[src/hw/rtl/rgbhsv_pkg.sv]
package rgbhsv_pkg;

  localparam int unsigned NumCells = 12;
  localparam int unsigned QuotW    = NumCells;
  localparam int unsigned RemW     = 20;

  localparam logic [14:0] HueSector   = 15'd3840;
  localparam logic [14:0] HueFull     = 15'd23040;
  localparam logic [14:0] BaseRed     = 15'd0;
  localparam logic [14:0] BaseGreen   = 15'(2 * 3840);
  localparam logic [14:0] BaseBlue    = 15'(4 * 3840);

  typedef struct packed {
    logic [7:0] red;
    logic [7:0] green;
    logic [7:0] blue;
  } pixel_t;

  typedef struct packed {
    logic [14:0] hue;
    logic [7:0]  saturation;
    logic [7:0]  brightness;
    logic        grey;
  } hsv_t;

  typedef struct packed {
    logic             valid;
    logic [RemW-1:0]  rem_hue;
    logic [RemW-1:0]  rem_sat;
    logic [7:0]       div_hue;
    logic [7:0]       div_sat;
    logic [QuotW-1:0] q_hue;
    logic [QuotW-1:0] q_sat;
    logic [14:0]      base;
    logic             neg;
    logic             grey;
    logic [7:0]       brightness;
  } cell_t;

endpackage

[src/hw/rtl/rgb_to_hsv_convert_core.sv]
// RGB to HSV converter, one pixel per beat.
// Pipeline: one input stage, twelve divide cells and one output stage, each registered, between start and done_o.
// Throughput: one pixel per cycle; busy is tied low, as the divide cells are fully pipelined.
// Results appear on done_o for one cycle each; the receiver cannot stall.
// Reset (rst_ni, async, active low) clears all valid flags; data registers are not reset.
module rgb_to_hsv_convert_core (
  input  logic                clk_i,
  input  logic                rst_ni,
  input  logic                start,
  output logic                busy,
  input  rgbhsv_pkg::pixel_t  pixel_i,
  output logic                done_o,
  output rgbhsv_pkg::hsv_t    result_o
);
  import rgbhsv_pkg::*;

  cell_t chain [NumCells+1];

  assign busy = 1'b0;

  rgbhsv_front u_front (
    .clk_i   (clk_i),
    .rst_ni  (rst_ni),
    .start   (start & ~busy),
    .pixel_i (pixel_i),
    .cell_o  (chain[0])
  );

  for (genvar i = 0; i < NumCells; i++) begin : g_cell
    rgbhsv_cell u_cell (
      .clk_i  (clk_i),
      .rst_ni (rst_ni),
      .cell_i (chain[i]),
      .cell_o (chain[i+1])
    );
  end

  rgbhsv_back u_back (
    .clk_i    (clk_i),
    .rst_ni   (rst_ni),
    .cell_i   (chain[NumCells]),
    .done_o   (done_o),
    .result_o (result_o)
  );

endmodule

[src/hw/rtl/rgbhsv_front.sv]
module rgbhsv_front (
  input  logic                clk_i,
  input  logic                rst_ni,
  input  logic                start,
  input  rgbhsv_pkg::pixel_t  pixel_i,
  output rgbhsv_pkg::cell_t   cell_o
);
  import rgbhsv_pkg::*;

  logic [7:0]  mx, mn, delta, pa, pb, diff;
  logic [14:0] base;
  logic        neg;
  logic        valid_q;
  cell_t       data_d, data_q;

  always_comb begin
    mx = (pixel_i.red > pixel_i.green) ? pixel_i.red : pixel_i.green;
    mx = (mx > pixel_i.blue) ? mx : pixel_i.blue;
    mn = (pixel_i.red < pixel_i.green) ? pixel_i.red : pixel_i.green;
    mn = (mn < pixel_i.blue) ? mn : pixel_i.blue;
    delta = mx - mn;
    if (pixel_i.red >= mx) begin
      base = BaseRed;
      pa   = pixel_i.green;
      pb   = pixel_i.blue;
    end else if (pixel_i.green >= mx) begin
      base = BaseGreen;
      pa   = pixel_i.blue;
      pb   = pixel_i.red;
    end else begin
      base = BaseBlue;
      pa   = pixel_i.red;
      pb   = pixel_i.green;
    end
    neg  = pa < pb;
    diff = neg ? (pb - pa) : (pa - pb);

    data_d            = '0;
    data_d.valid      = 1'b1;
    data_d.rem_hue    = {diff, 12'b0} - {4'b0, diff, 8'b0};
    data_d.rem_sat    = {4'b0, delta, 8'b0} - {12'b0, delta};
    data_d.div_hue    = delta;
    data_d.div_sat    = mx;
    data_d.base       = base;
    data_d.neg        = neg;
    data_d.grey       = (delta == 8'd0);
    data_d.brightness = mx;
  end

  always_ff @(posedge clk_i or negedge rst_ni) begin
    if (!rst_ni) begin
      valid_q <= 1'b0;
    end else begin
      valid_q <= start;
    end
  end

  always_ff @(posedge clk_i) begin
    data_q <= data_d;
  end

  always_comb begin
    cell_o       = data_q;
    cell_o.valid = valid_q;
  end

endmodule

[src/hw/rtl/rgbhsv_cell.sv]
module rgbhsv_cell (
  input  logic               clk_i,
  input  logic               rst_ni,
  input  rgbhsv_pkg::cell_t  cell_i,
  output rgbhsv_pkg::cell_t  cell_o
);
  import rgbhsv_pkg::*;

  logic [RemW-1:0] dsh_hue, dsh_sat, rn_hue, rn_sat;
  logic            ge_hue, ge_sat;
  logic            valid_q;
  cell_t           data_d, data_q;

  always_comb begin
    dsh_hue = {1'b0, cell_i.div_hue, 11'b0};
    dsh_sat = {1'b0, cell_i.div_sat, 11'b0};
    ge_hue  = cell_i.rem_hue >= dsh_hue;
    ge_sat  = cell_i.rem_sat >= dsh_sat;
    rn_hue  = ge_hue ? (cell_i.rem_hue - dsh_hue) : cell_i.rem_hue;
    rn_sat  = ge_sat ? (cell_i.rem_sat - dsh_sat) : cell_i.rem_sat;

    data_d         = cell_i;
    data_d.rem_hue = {rn_hue[RemW-2:0], 1'b0};
    data_d.rem_sat = {rn_sat[RemW-2:0], 1'b0};
    data_d.q_hue   = {cell_i.q_hue[QuotW-2:0], ge_hue};
    data_d.q_sat   = {cell_i.q_sat[QuotW-2:0], ge_sat};
  end

  always_ff @(posedge clk_i or negedge rst_ni) begin
    if (!rst_ni) begin
      valid_q <= 1'b0;
    end else begin
      valid_q <= cell_i.valid;
    end
  end

  always_ff @(posedge clk_i) begin
    data_q <= data_d;
  end

  always_comb begin
    cell_o       = data_q;
    cell_o.valid = valid_q;
  end

endmodule

[src/hw/rtl/rgbhsv_back.sv]
module rgbhsv_back (
  input  logic               clk_i,
  input  logic               rst_ni,
  input  rgbhsv_pkg::cell_t  cell_i,
  output logic               done_o,
  output rgbhsv_pkg::hsv_t   result_o
);
  import rgbhsv_pkg::*;

  logic [14:0] mag;
  logic        done_q;
  hsv_t        result_d, result_q;

  always_comb begin
    mag = {3'b0, cell_i.q_hue};
    result_d            = '0;
    result_d.brightness = cell_i.brightness;
    result_d.grey       = cell_i.grey;
    if (!cell_i.grey) begin
      if (!cell_i.neg) begin
        result_d.hue = cell_i.base + mag;
      end else if (mag > cell_i.base) begin
        result_d.hue = HueFull - mag + cell_i.base;
      end else begin
        result_d.hue = cell_i.base - mag;
      end
      result_d.saturation = cell_i.q_sat[7:0];
    end
  end

  always_ff @(posedge clk_i or negedge rst_ni) begin
    if (!rst_ni) begin
      done_q <= 1'b0;
    end else begin
      done_q <= cell_i.valid;
    end
  end

  always_ff @(posedge clk_i) begin
    result_q <= result_d;
  end

  assign done_o   = done_q;
  assign result_o = result_q;

endmodule

[config.mk]
export PLATFORM = sky130hd
export DESIGN_NAME = rgb_to_hsv_convert_core
export DESIGN_NICKNAME = d
export VERILOG_FILES = /design/src/hw/rtl/rgbhsv_pkg.sv /design/src/hw/rtl/rgb_to_hsv_convert_core.sv /design/src/hw/rtl/rgbhsv_front.sv /design/src/hw/rtl/rgbhsv_cell.sv /design/src/hw/rtl/rgbhsv_back.sv
export SDC_FILE = /design/constraint.sdc
export NUM_CORES = 1
export LEC_CHECK = 0
export ABC_AREA = 1
export ABC_CLOCK_PERIOD_IN_PS = 3100
export BUFFER_PORTS_ARGS = -buffer_cell sky130_fd_sc_hd__buf_4
export CORE_ASPECT_RATIO = 0.7
export CORE_MARGIN = 8
export CORE_UTILIZATION = 40
export DETAILED_ROUTE_END_ITERATION = 7
export GPL_TIMING_DRIVEN = 0
export PLACE_DENSITY_LB_ADDON = 0.2
export SYNTH_ARGS = -nofsm -noshare
export SYNTH_HDL_FRONTEND = slang
export SYNTH_SLANG_ARGS = --single-unit
[constraint.sdc]
create_clock -name clk_i -period 3.1 [get_ports clk_i]
set_input_delay 0.31 -clock clk_i [delete_from_list [all_inputs] [get_ports clk_i]]
set_output_delay 0.31 -clock clk_i [all_outputs]
set_load 0.02 [all_outputs]
==> impl_metrics.env, run 1 <==
export IMPL_status="finished with violations"
export IMPL_failed_checks="setup timing"
export IMPL_min_path_type="input port to asynchronous set/reset pin"
export IMPL_grt_pass1_vias=19450
export IMPL_critPathLaunchType="input port"
export IMPL_fillCellCount=6065
export IMPL_synth_area_per_cell_um2=9.23
export IMPL_cap_violations=0
export IMPL_synth_xor_area_share_pct=4.57
export IMPL_grt_pass1_wl_um=91500
export IMPL_grtUsageTotal_pct=14.0
export IMPL_critPathTopFamily="simple AND/OR/NAND/NOR gates"
export IMPL_layout_commonest_cell="dfxtp_1"
export IMPL_synthesis_area_um2=27100
export IMPL_vias=19360
export IMPL_io_buffers=59
export IMPL_fp_dieArea_um2=76600
export IMPL_gr_total_overflow=0
export IMPL_core_area_um2=67700
export IMPL_drc_errors=0
export IMPL_synth_top_family_by_area="adder cells"
export IMPL_drtIter0Drc=943
export IMPL_clock_latency_ns=0.61
export IMPL_routedWlPerCell_um=13.5
export IMPL_tightestPinTransition_ns=1.03
export IMPL_synthMuxAreaShare_pct=0.115
export IMPL_ys_seq_area_share_pct=51.2
export IMPL_first_pass_iters=5
export IMPL_arrival_ns=6.70
export IMPL_setup_viol=39
export IMPL_grt_antenna_before_repair=0
export IMPL_drt_vias_per_instance=4.69
export IMPL_cts_tree="done"
export IMPL_synth_enable_flop_cells=0
export IMPL_synth_flop_cell="dfxtp_1"
export IMPL_root_buffer="clkbuf_16"
export IMPL_final_cell_mix="676 x dfxtp_1, 416 x inv_1, 301 x nand2_1, 271 x nor2_1, 245 x a21oi_1"
export IMPL_htreeDepth=3
export IMPL_grt_max_degree=16
export IMPL_slew_headroom_pct=30.3
export IMPL_slowest_stage="fa_2"
export IMPL_final_max_slew_viol_count=0
export IMPL_clk_pin_slew_ns=0.06
export IMPL_syn_instance_count=2939
export IMPL_yosysTopAreaCellShare_pct=49.9
export IMPL_die_height_um=234
export IMPL_synthTopCellsByArea="dfxtp_1 50%, ha_1 12%, inv_1 6.1%"
export IMPL_synth_seq_cells=690
export IMPL_dp_slack_ns=-4.74
export IMPL_fin_util_pct=49.3
export IMPL_required_ns=3.59
export IMPL_synth_compound_area_share_pct=10.1
export IMPL_synthDistinctLibCells=66
export IMPL_gp_congestion=0.857
export IMPL_worst_slack_ns=-3.11
export IMPL_rows=80
export IMPL_wirelength_um=55500
export IMPL_layout_nets=3495
export IMPL_finalCritPeriodShare_pct=200
export IMPL_fmax_mhz=161
export IMPL_critical_path_class="input port to flip-flop"
export IMPL_yosys_area_share_simple_pct=13.0
export IMPL_dp_hpwl_um=41000
export IMPL_synth_adder_area_share_pct=14.2
export IMPL_hold_violations=0
export IMPL_fin_skew_ns=0.0239
export IMPL_pin_count=61
export IMPL_diodes=0
export IMPL_die_w_um=327
export IMPL_async_flop_share_pct=2.03
export IMPL_cts_made_buffers=68
export IMPL_start_util_pct=40.1
export IMPL_drtAntennaViolNets=0
export IMPL_worst_path_largest_cell_delay_ns=0.39
export IMPL_cts_sinks=690
export IMPL_clockBufferDepth=3
export IMPL_critPathBufInv=11
export IMPL_timing_setup_tns_ns=-60.83
export IMPL_fin_crit_ns=6.21
export IMPL_synth_largest_area_cell="dfxtp_1"
export IMPL_yosys_warnings=0
export IMPL_rsz0062_at_grt="true"
export IMPL_path_max_fanout=5
export IMPL_area_growth_pct=23.0
export IMPL_cp_end_kind="flip-flop"
export IMPL_drive_gt1_share_pct=16.2
==> cell usage after synthesis, types with 4 or more instances <==
cell / instances
xnor2_1: 43
a211oi_1: 6
o21ai_1: 6
nor4_1: 16
nand4_1: 16
clkbuf_1: 31
nor2_1: 284
dfxtp_1: 676
nand3_2: 4
fa_1: 26
o211ai_1: 10
or2_2: 8
o22ai_1: 6
inv_2: 9
nor3_1: 42
nand3_1: 75
o21ai_0: 153
inv_1: 441
a31oi_1: 13
o21bai_1: 9
a21oi_1: 252
and2_1: 4
o31ai_1: 8
a21o_1: 5
ha_1: 267
dfrtp_1: 14
nand2_1: 345
a311oi_1: 6
xor2_1: 95
nand2_2: 11
==> layout make-up <==
type | instances | area [um2] | share of cell area, %
sequential | 690 | 13900 | 41.6
tap | 902 | 1130 | 3.38
inverter | 452 | 1750 | 5.24
clock inverter | 33 | 533 | 1.60
multi-input combinational | 1759 | 12500 | 37.6
clock buffer | 87 | 1860 | 5.59
timing repair buffer | 168 | 1470 | 4.40
buffer | 36 | 213 | 0.637
==> cell families (layout without fill, tap and decap cells) <==
group	Yosys count	in the layout
flip-flops	690	690
AO/OA/AOI/OAI	497	497
other	1	2
multiplexers	3	3
buffers and inverters	491	776
adder cells (fa/ha/maj)	293	293
XOR/XNOR	140	140
AND/OR/NAND/NOR	824	824
==> timing repair <==
item | in CTS | in global routing
endpoints found under the setup margin | 40 | 71
hold buffers | 2 | 0
endpoints found under the hold margin | 15 | 0
buffers inserted | 74 | 32
gates cloned | 3 | 0
pin swaps | 68 | 68
resized for setup | 160 | 140
==> state kept, by name, summed over array words and instances (netlist names) <==
register and flops:
g_cell.u_cell.cell_o 595, u_back.result_o 32, u_back.done_o 1, g_cell.u_cell.valid_q 12
u_front.cell_o 49, u_front.valid_q 1
==> metrics by stage <==
stage          area, um2  instances  hold WS (ns)
2_1_floorplan      27400       2940        0.0144
6_report           33400       4127        0.0793
4_1_cts            32600       4098        0.0395
5_1_grt            33400       4127        0.0827
3_5_place_dp       29000       3901         0.165
3_3_place_gp       29000       3901         0.157
==> per-layer routing <==
metal  track usage (%)  wire (um)  up-vias  share of wire [%]
met2              23.2      25400      327                 46
met1              18.5      26600     8935                 48
met4              4.19       1450        0                2.6
li1                  -          -     9979                  -
met3              2.95       2140      119                3.9
met5                 0          0        -                  0
==> worst paths after layout <==
path | start | to | slack, ns | cells after the start
min in group clk_i | pixel_i[0] | u_front.cell_o[49] | 0.12 | 4
setup / recovery | pixel_i[13] | u_front.cell_o[101] | -3.11 | 46
max in group asynchronous | rst_ni | g_cell[2].u_cell.valid_q | 2.86 | 2
setup reg to reg | g_cell[7].u_cell.cell_o[2] | g_cell[8].u_cell.cell_o[77] | 0.25 | 15
hold / removal | rst_ni | g_cell[3].u_cell.valid_q | 0.08 | 2
hold reg to reg | g_cell[7].u_cell.cell_o[25] | g_cell[8].u_cell.cell_o[26] | 0.32 | 0
Power of run 1 is left out: the tool's default activity adds up to more than one toggle a clock period on the data nets, which glitch-free logic cannot reach.
==> run 2: changes to the inputs <==
--- a/config.mk
+++ b/config.mk
@@ -5,7 +5,6 @@
 export SDC_FILE = /design/constraint.sdc
 export NUM_CORES = 1
 export LEC_CHECK = 0
-export ABC_AREA = 1
 export ABC_CLOCK_PERIOD_IN_PS = 3100
 export BUFFER_PORTS_ARGS = -buffer_cell sky130_fd_sc_hd__buf_4
 export CORE_ASPECT_RATIO = 0.7
==> impl_metrics.env, run 2 <==
export IMPL_synth_enable_flop_cells=0
export IMPL_yosys_warnings=0
export IMPL_vias=18912
export IMPL_cts_tree="done"
export IMPL_hold_violations=0
export IMPL_ys_seq_area_share_pct=50.0
export IMPL_drtIter0Drc=920
export IMPL_synth_flop_cell="dfxtp_1"
export IMPL_area_growth_pct=20.7
export IMPL_holdWs_ns=0.0788
export IMPL_cp_end_kind="flip-flop"
export IMPL_die_w_um=331
export IMPL_async_flop_share_pct=2.03
export IMPL_tightestPinTransition_ns=0.847
export IMPL_dp_hpwl_um=42600
export IMPL_root_buffer="clkbuf_16"
export IMPL_yosys_area_share_simple_pct=10.5
export IMPL_rsz0062_at_grt="true"
export IMPL_io_buffers=57
export IMPL_path_max_fanout=6
export IMPL_die_height_um=236
export IMPL_synthMuxAreaShare_pct=3.35
export IMPL_pin_count=61
export IMPL_arrival_ns=7.72
export IMPL_worst_slack_ns=-4.15
export IMPL_cap_violations=0
export IMPL_htreeDepth=3
export IMPL_synthDistinctLibCells=91
export IMPL_core_area_um2=69300
export IMPL_min_path_type="input port to asynchronous set/reset pin"
export IMPL_synth_xor_area_share_pct=3.81
export IMPL_crit_top_cell="ha_4"
export IMPL_yosysTopAreaCellShare_pct=48.7
export IMPL_drc_errors=0
export IMPL_synthTopCellsByArea="dfxtp_1 49%, ha_1 12%, inv_1 5.0%"
export IMPL_finalCritPeriodShare_pct=234
export IMPL_clockBufferDepth=3
export IMPL_layout_commonest_cell="dfxtp_1"
export IMPL_fin_skew_ns=0.0323
export IMPL_grt_antenna_before_repair=0
export IMPL_cts_made_buffers=69
export IMPL_gp_congestion=0.887
export IMPL_start_util_pct=40.1
export IMPL_synth_area_per_cell_um2=10.2
export IMPL_synth_largest_area_cell="dfxtp_1"
export IMPL_synthesis_area_um2=27800
export IMPL_synth_compound_area_share_pct=12.8
export IMPL_failed_checks="setup timing"
export IMPL_critPathLaunchType="input port"
export IMPL_clk_pin_slew_ns=0.07
export IMPL_gr_total_overflow=0
export IMPL_synth_top_family_by_area="adder cells"
export IMPL_routedWlPerCell_um=14.6
export IMPL_fmax_mhz=138
export IMPL_critical_path_class="input port to flip-flop"
export IMPL_cts_sinks=690
export IMPL_final_max_slew_viol_count=0
export IMPL_first_pass_iters=5
export IMPL_grt_pass1_wl_um=93000
export IMPL_grt_max_degree=17
export IMPL_worst_path_largest_cell_delay_ns=0.39
export IMPL_critPathTopFamily="compound AO/OA/AOI/OAI gates"
export IMPL_critPathBufInv=6
export IMPL_yosys_cell_count_top_type="dfxtp_1"
export IMPL_grtUsageTotal_pct=14.1
export IMPL_syn_instance_count=2721
export IMPL_slowest_stage="fa_2"
export IMPL_grt_pass1_vias=19107
export IMPL_drtAntennaViolNets=0
export IMPL_wirelength_um=56900
export IMPL_required_ns=3.58
export IMPL_layout_nets=3246
export IMPL_drive_gt1_share_pct=16.2
export IMPL_slew_headroom_pct=42.8
export IMPL_rows=81
export IMPL_status="finished with violations"
export IMPL_drt_vias_per_instance=4.86
export IMPL_fp_dieArea_um2=78300
export IMPL_fin_crit_ns=7.25
export IMPL_setup_viol=42
export IMPL_synth_adder_area_share_pct=14.0
export IMPL_largest_reg_flops=595
export IMPL_diodes=0
export IMPL_clock_latency_ns=0.60
export IMPL_yosys_top_cells_count="676 x dfxtp_1, 367 x inv_1, 266 x ha_1"
export IMPL_synth_seq_cells=690
export IMPL_final_cell_mix="675 x dfxtp_1, 350 x inv_1, 240 x ha_1, 164 x o21ai_0, 145 x nand2_1"
run 2: cell count changes after synthesis, sizes merged, moves of 32 or more:
cell	change
nor2b	+71
mux2i	+38
and3	+32
nor2	-159
inv	-81
nand3	-62
nand2b	+32
mux2	+45
nand2	-208
xor2	-43
a21o	+62
a21oi	-114
run 2: final timing paths:
path                                              from  depth (start not counted)                      endpoint  slack [ns]
min                                             rst_ni                          2      g_cell[0].u_cell.valid_q        0.08
min in group clk_i                          pixel_i[7]                          3            u_front.cell_o[56]        0.17
max in group asynchronous                       rst_ni                          2               u_front.valid_q        2.85
min reg2reg                g_cell[4].u_cell.cell_o[22]                          0   g_cell[5].u_cell.cell_o[22]        0.31
max reg2reg                g_cell[6].u_cell.cell_o[58]                         14  g_cell[7].u_cell.cell_o[102]       -0.01
max                                        pixel_i[13]                         40           u_front.cell_o[101]       -4.15
run 2: kinds of logic after synthesis:
group,count (synthesis)
adder cells (fa/ha/maj),296
AND/OR/NAND/NOR,564
AO/OA/AOI/OAI,555
XOR/XNOR,120
flip-flops,690
multiplexers,86
buffers and inverters,409
other,1
run 2: per-stage QoR:
step	setup WS, ns	std cells	util, %	TNS, ns	area [um2]
finish	-4.15	3891	48.4	-85.28	33500
global route	-4.38	3891	48.4	-100.13	33500
CTS	-3.87	3861	47.3	-86.70	32800
detailed placement	-5.70	3692	42.8	-131.69	29700
global placement	-5.56	3692	42.8	-126.02	29700
floorplan	-4.32	2722	-	-85.12	28100
run 2: layer usage:
metal / up-vias / wire length (um) / track usage, %
li1: 9618 / - / -
met1: 8854 / 28100 / 19.4
met2: 327 / 25200 / 22.4
met3: 113 / 2200 / 2.58
met4: 0 / 1370 / 4.69
met5: - / 0 / 0
run 2: cell type report:
cell class / count / area [um2]
plain buffers: 39 / 275
repair buffers: 135 / 1170
inverters: 369 / 1420
clock inverters: 38 / 499
fillers: 6283 / 35800
clock buffers: 84 / 1810
flip-flops and latches: 690 / 13900
well taps: 913 / 1140
multi-input cells: 1623 / 13300
run 2: timing repair:
action                                 in CTS  in global routing
setup buffers                              46                 29
cloned                                      0                  1
setup endpoints to repair                  76                173
hold buffers                                2                  0
pin swaps                                  44                 40
endpoints found under the hold margin      15                  0
resized for setup                          88                143
Power of run 2 is left out for the same reason.
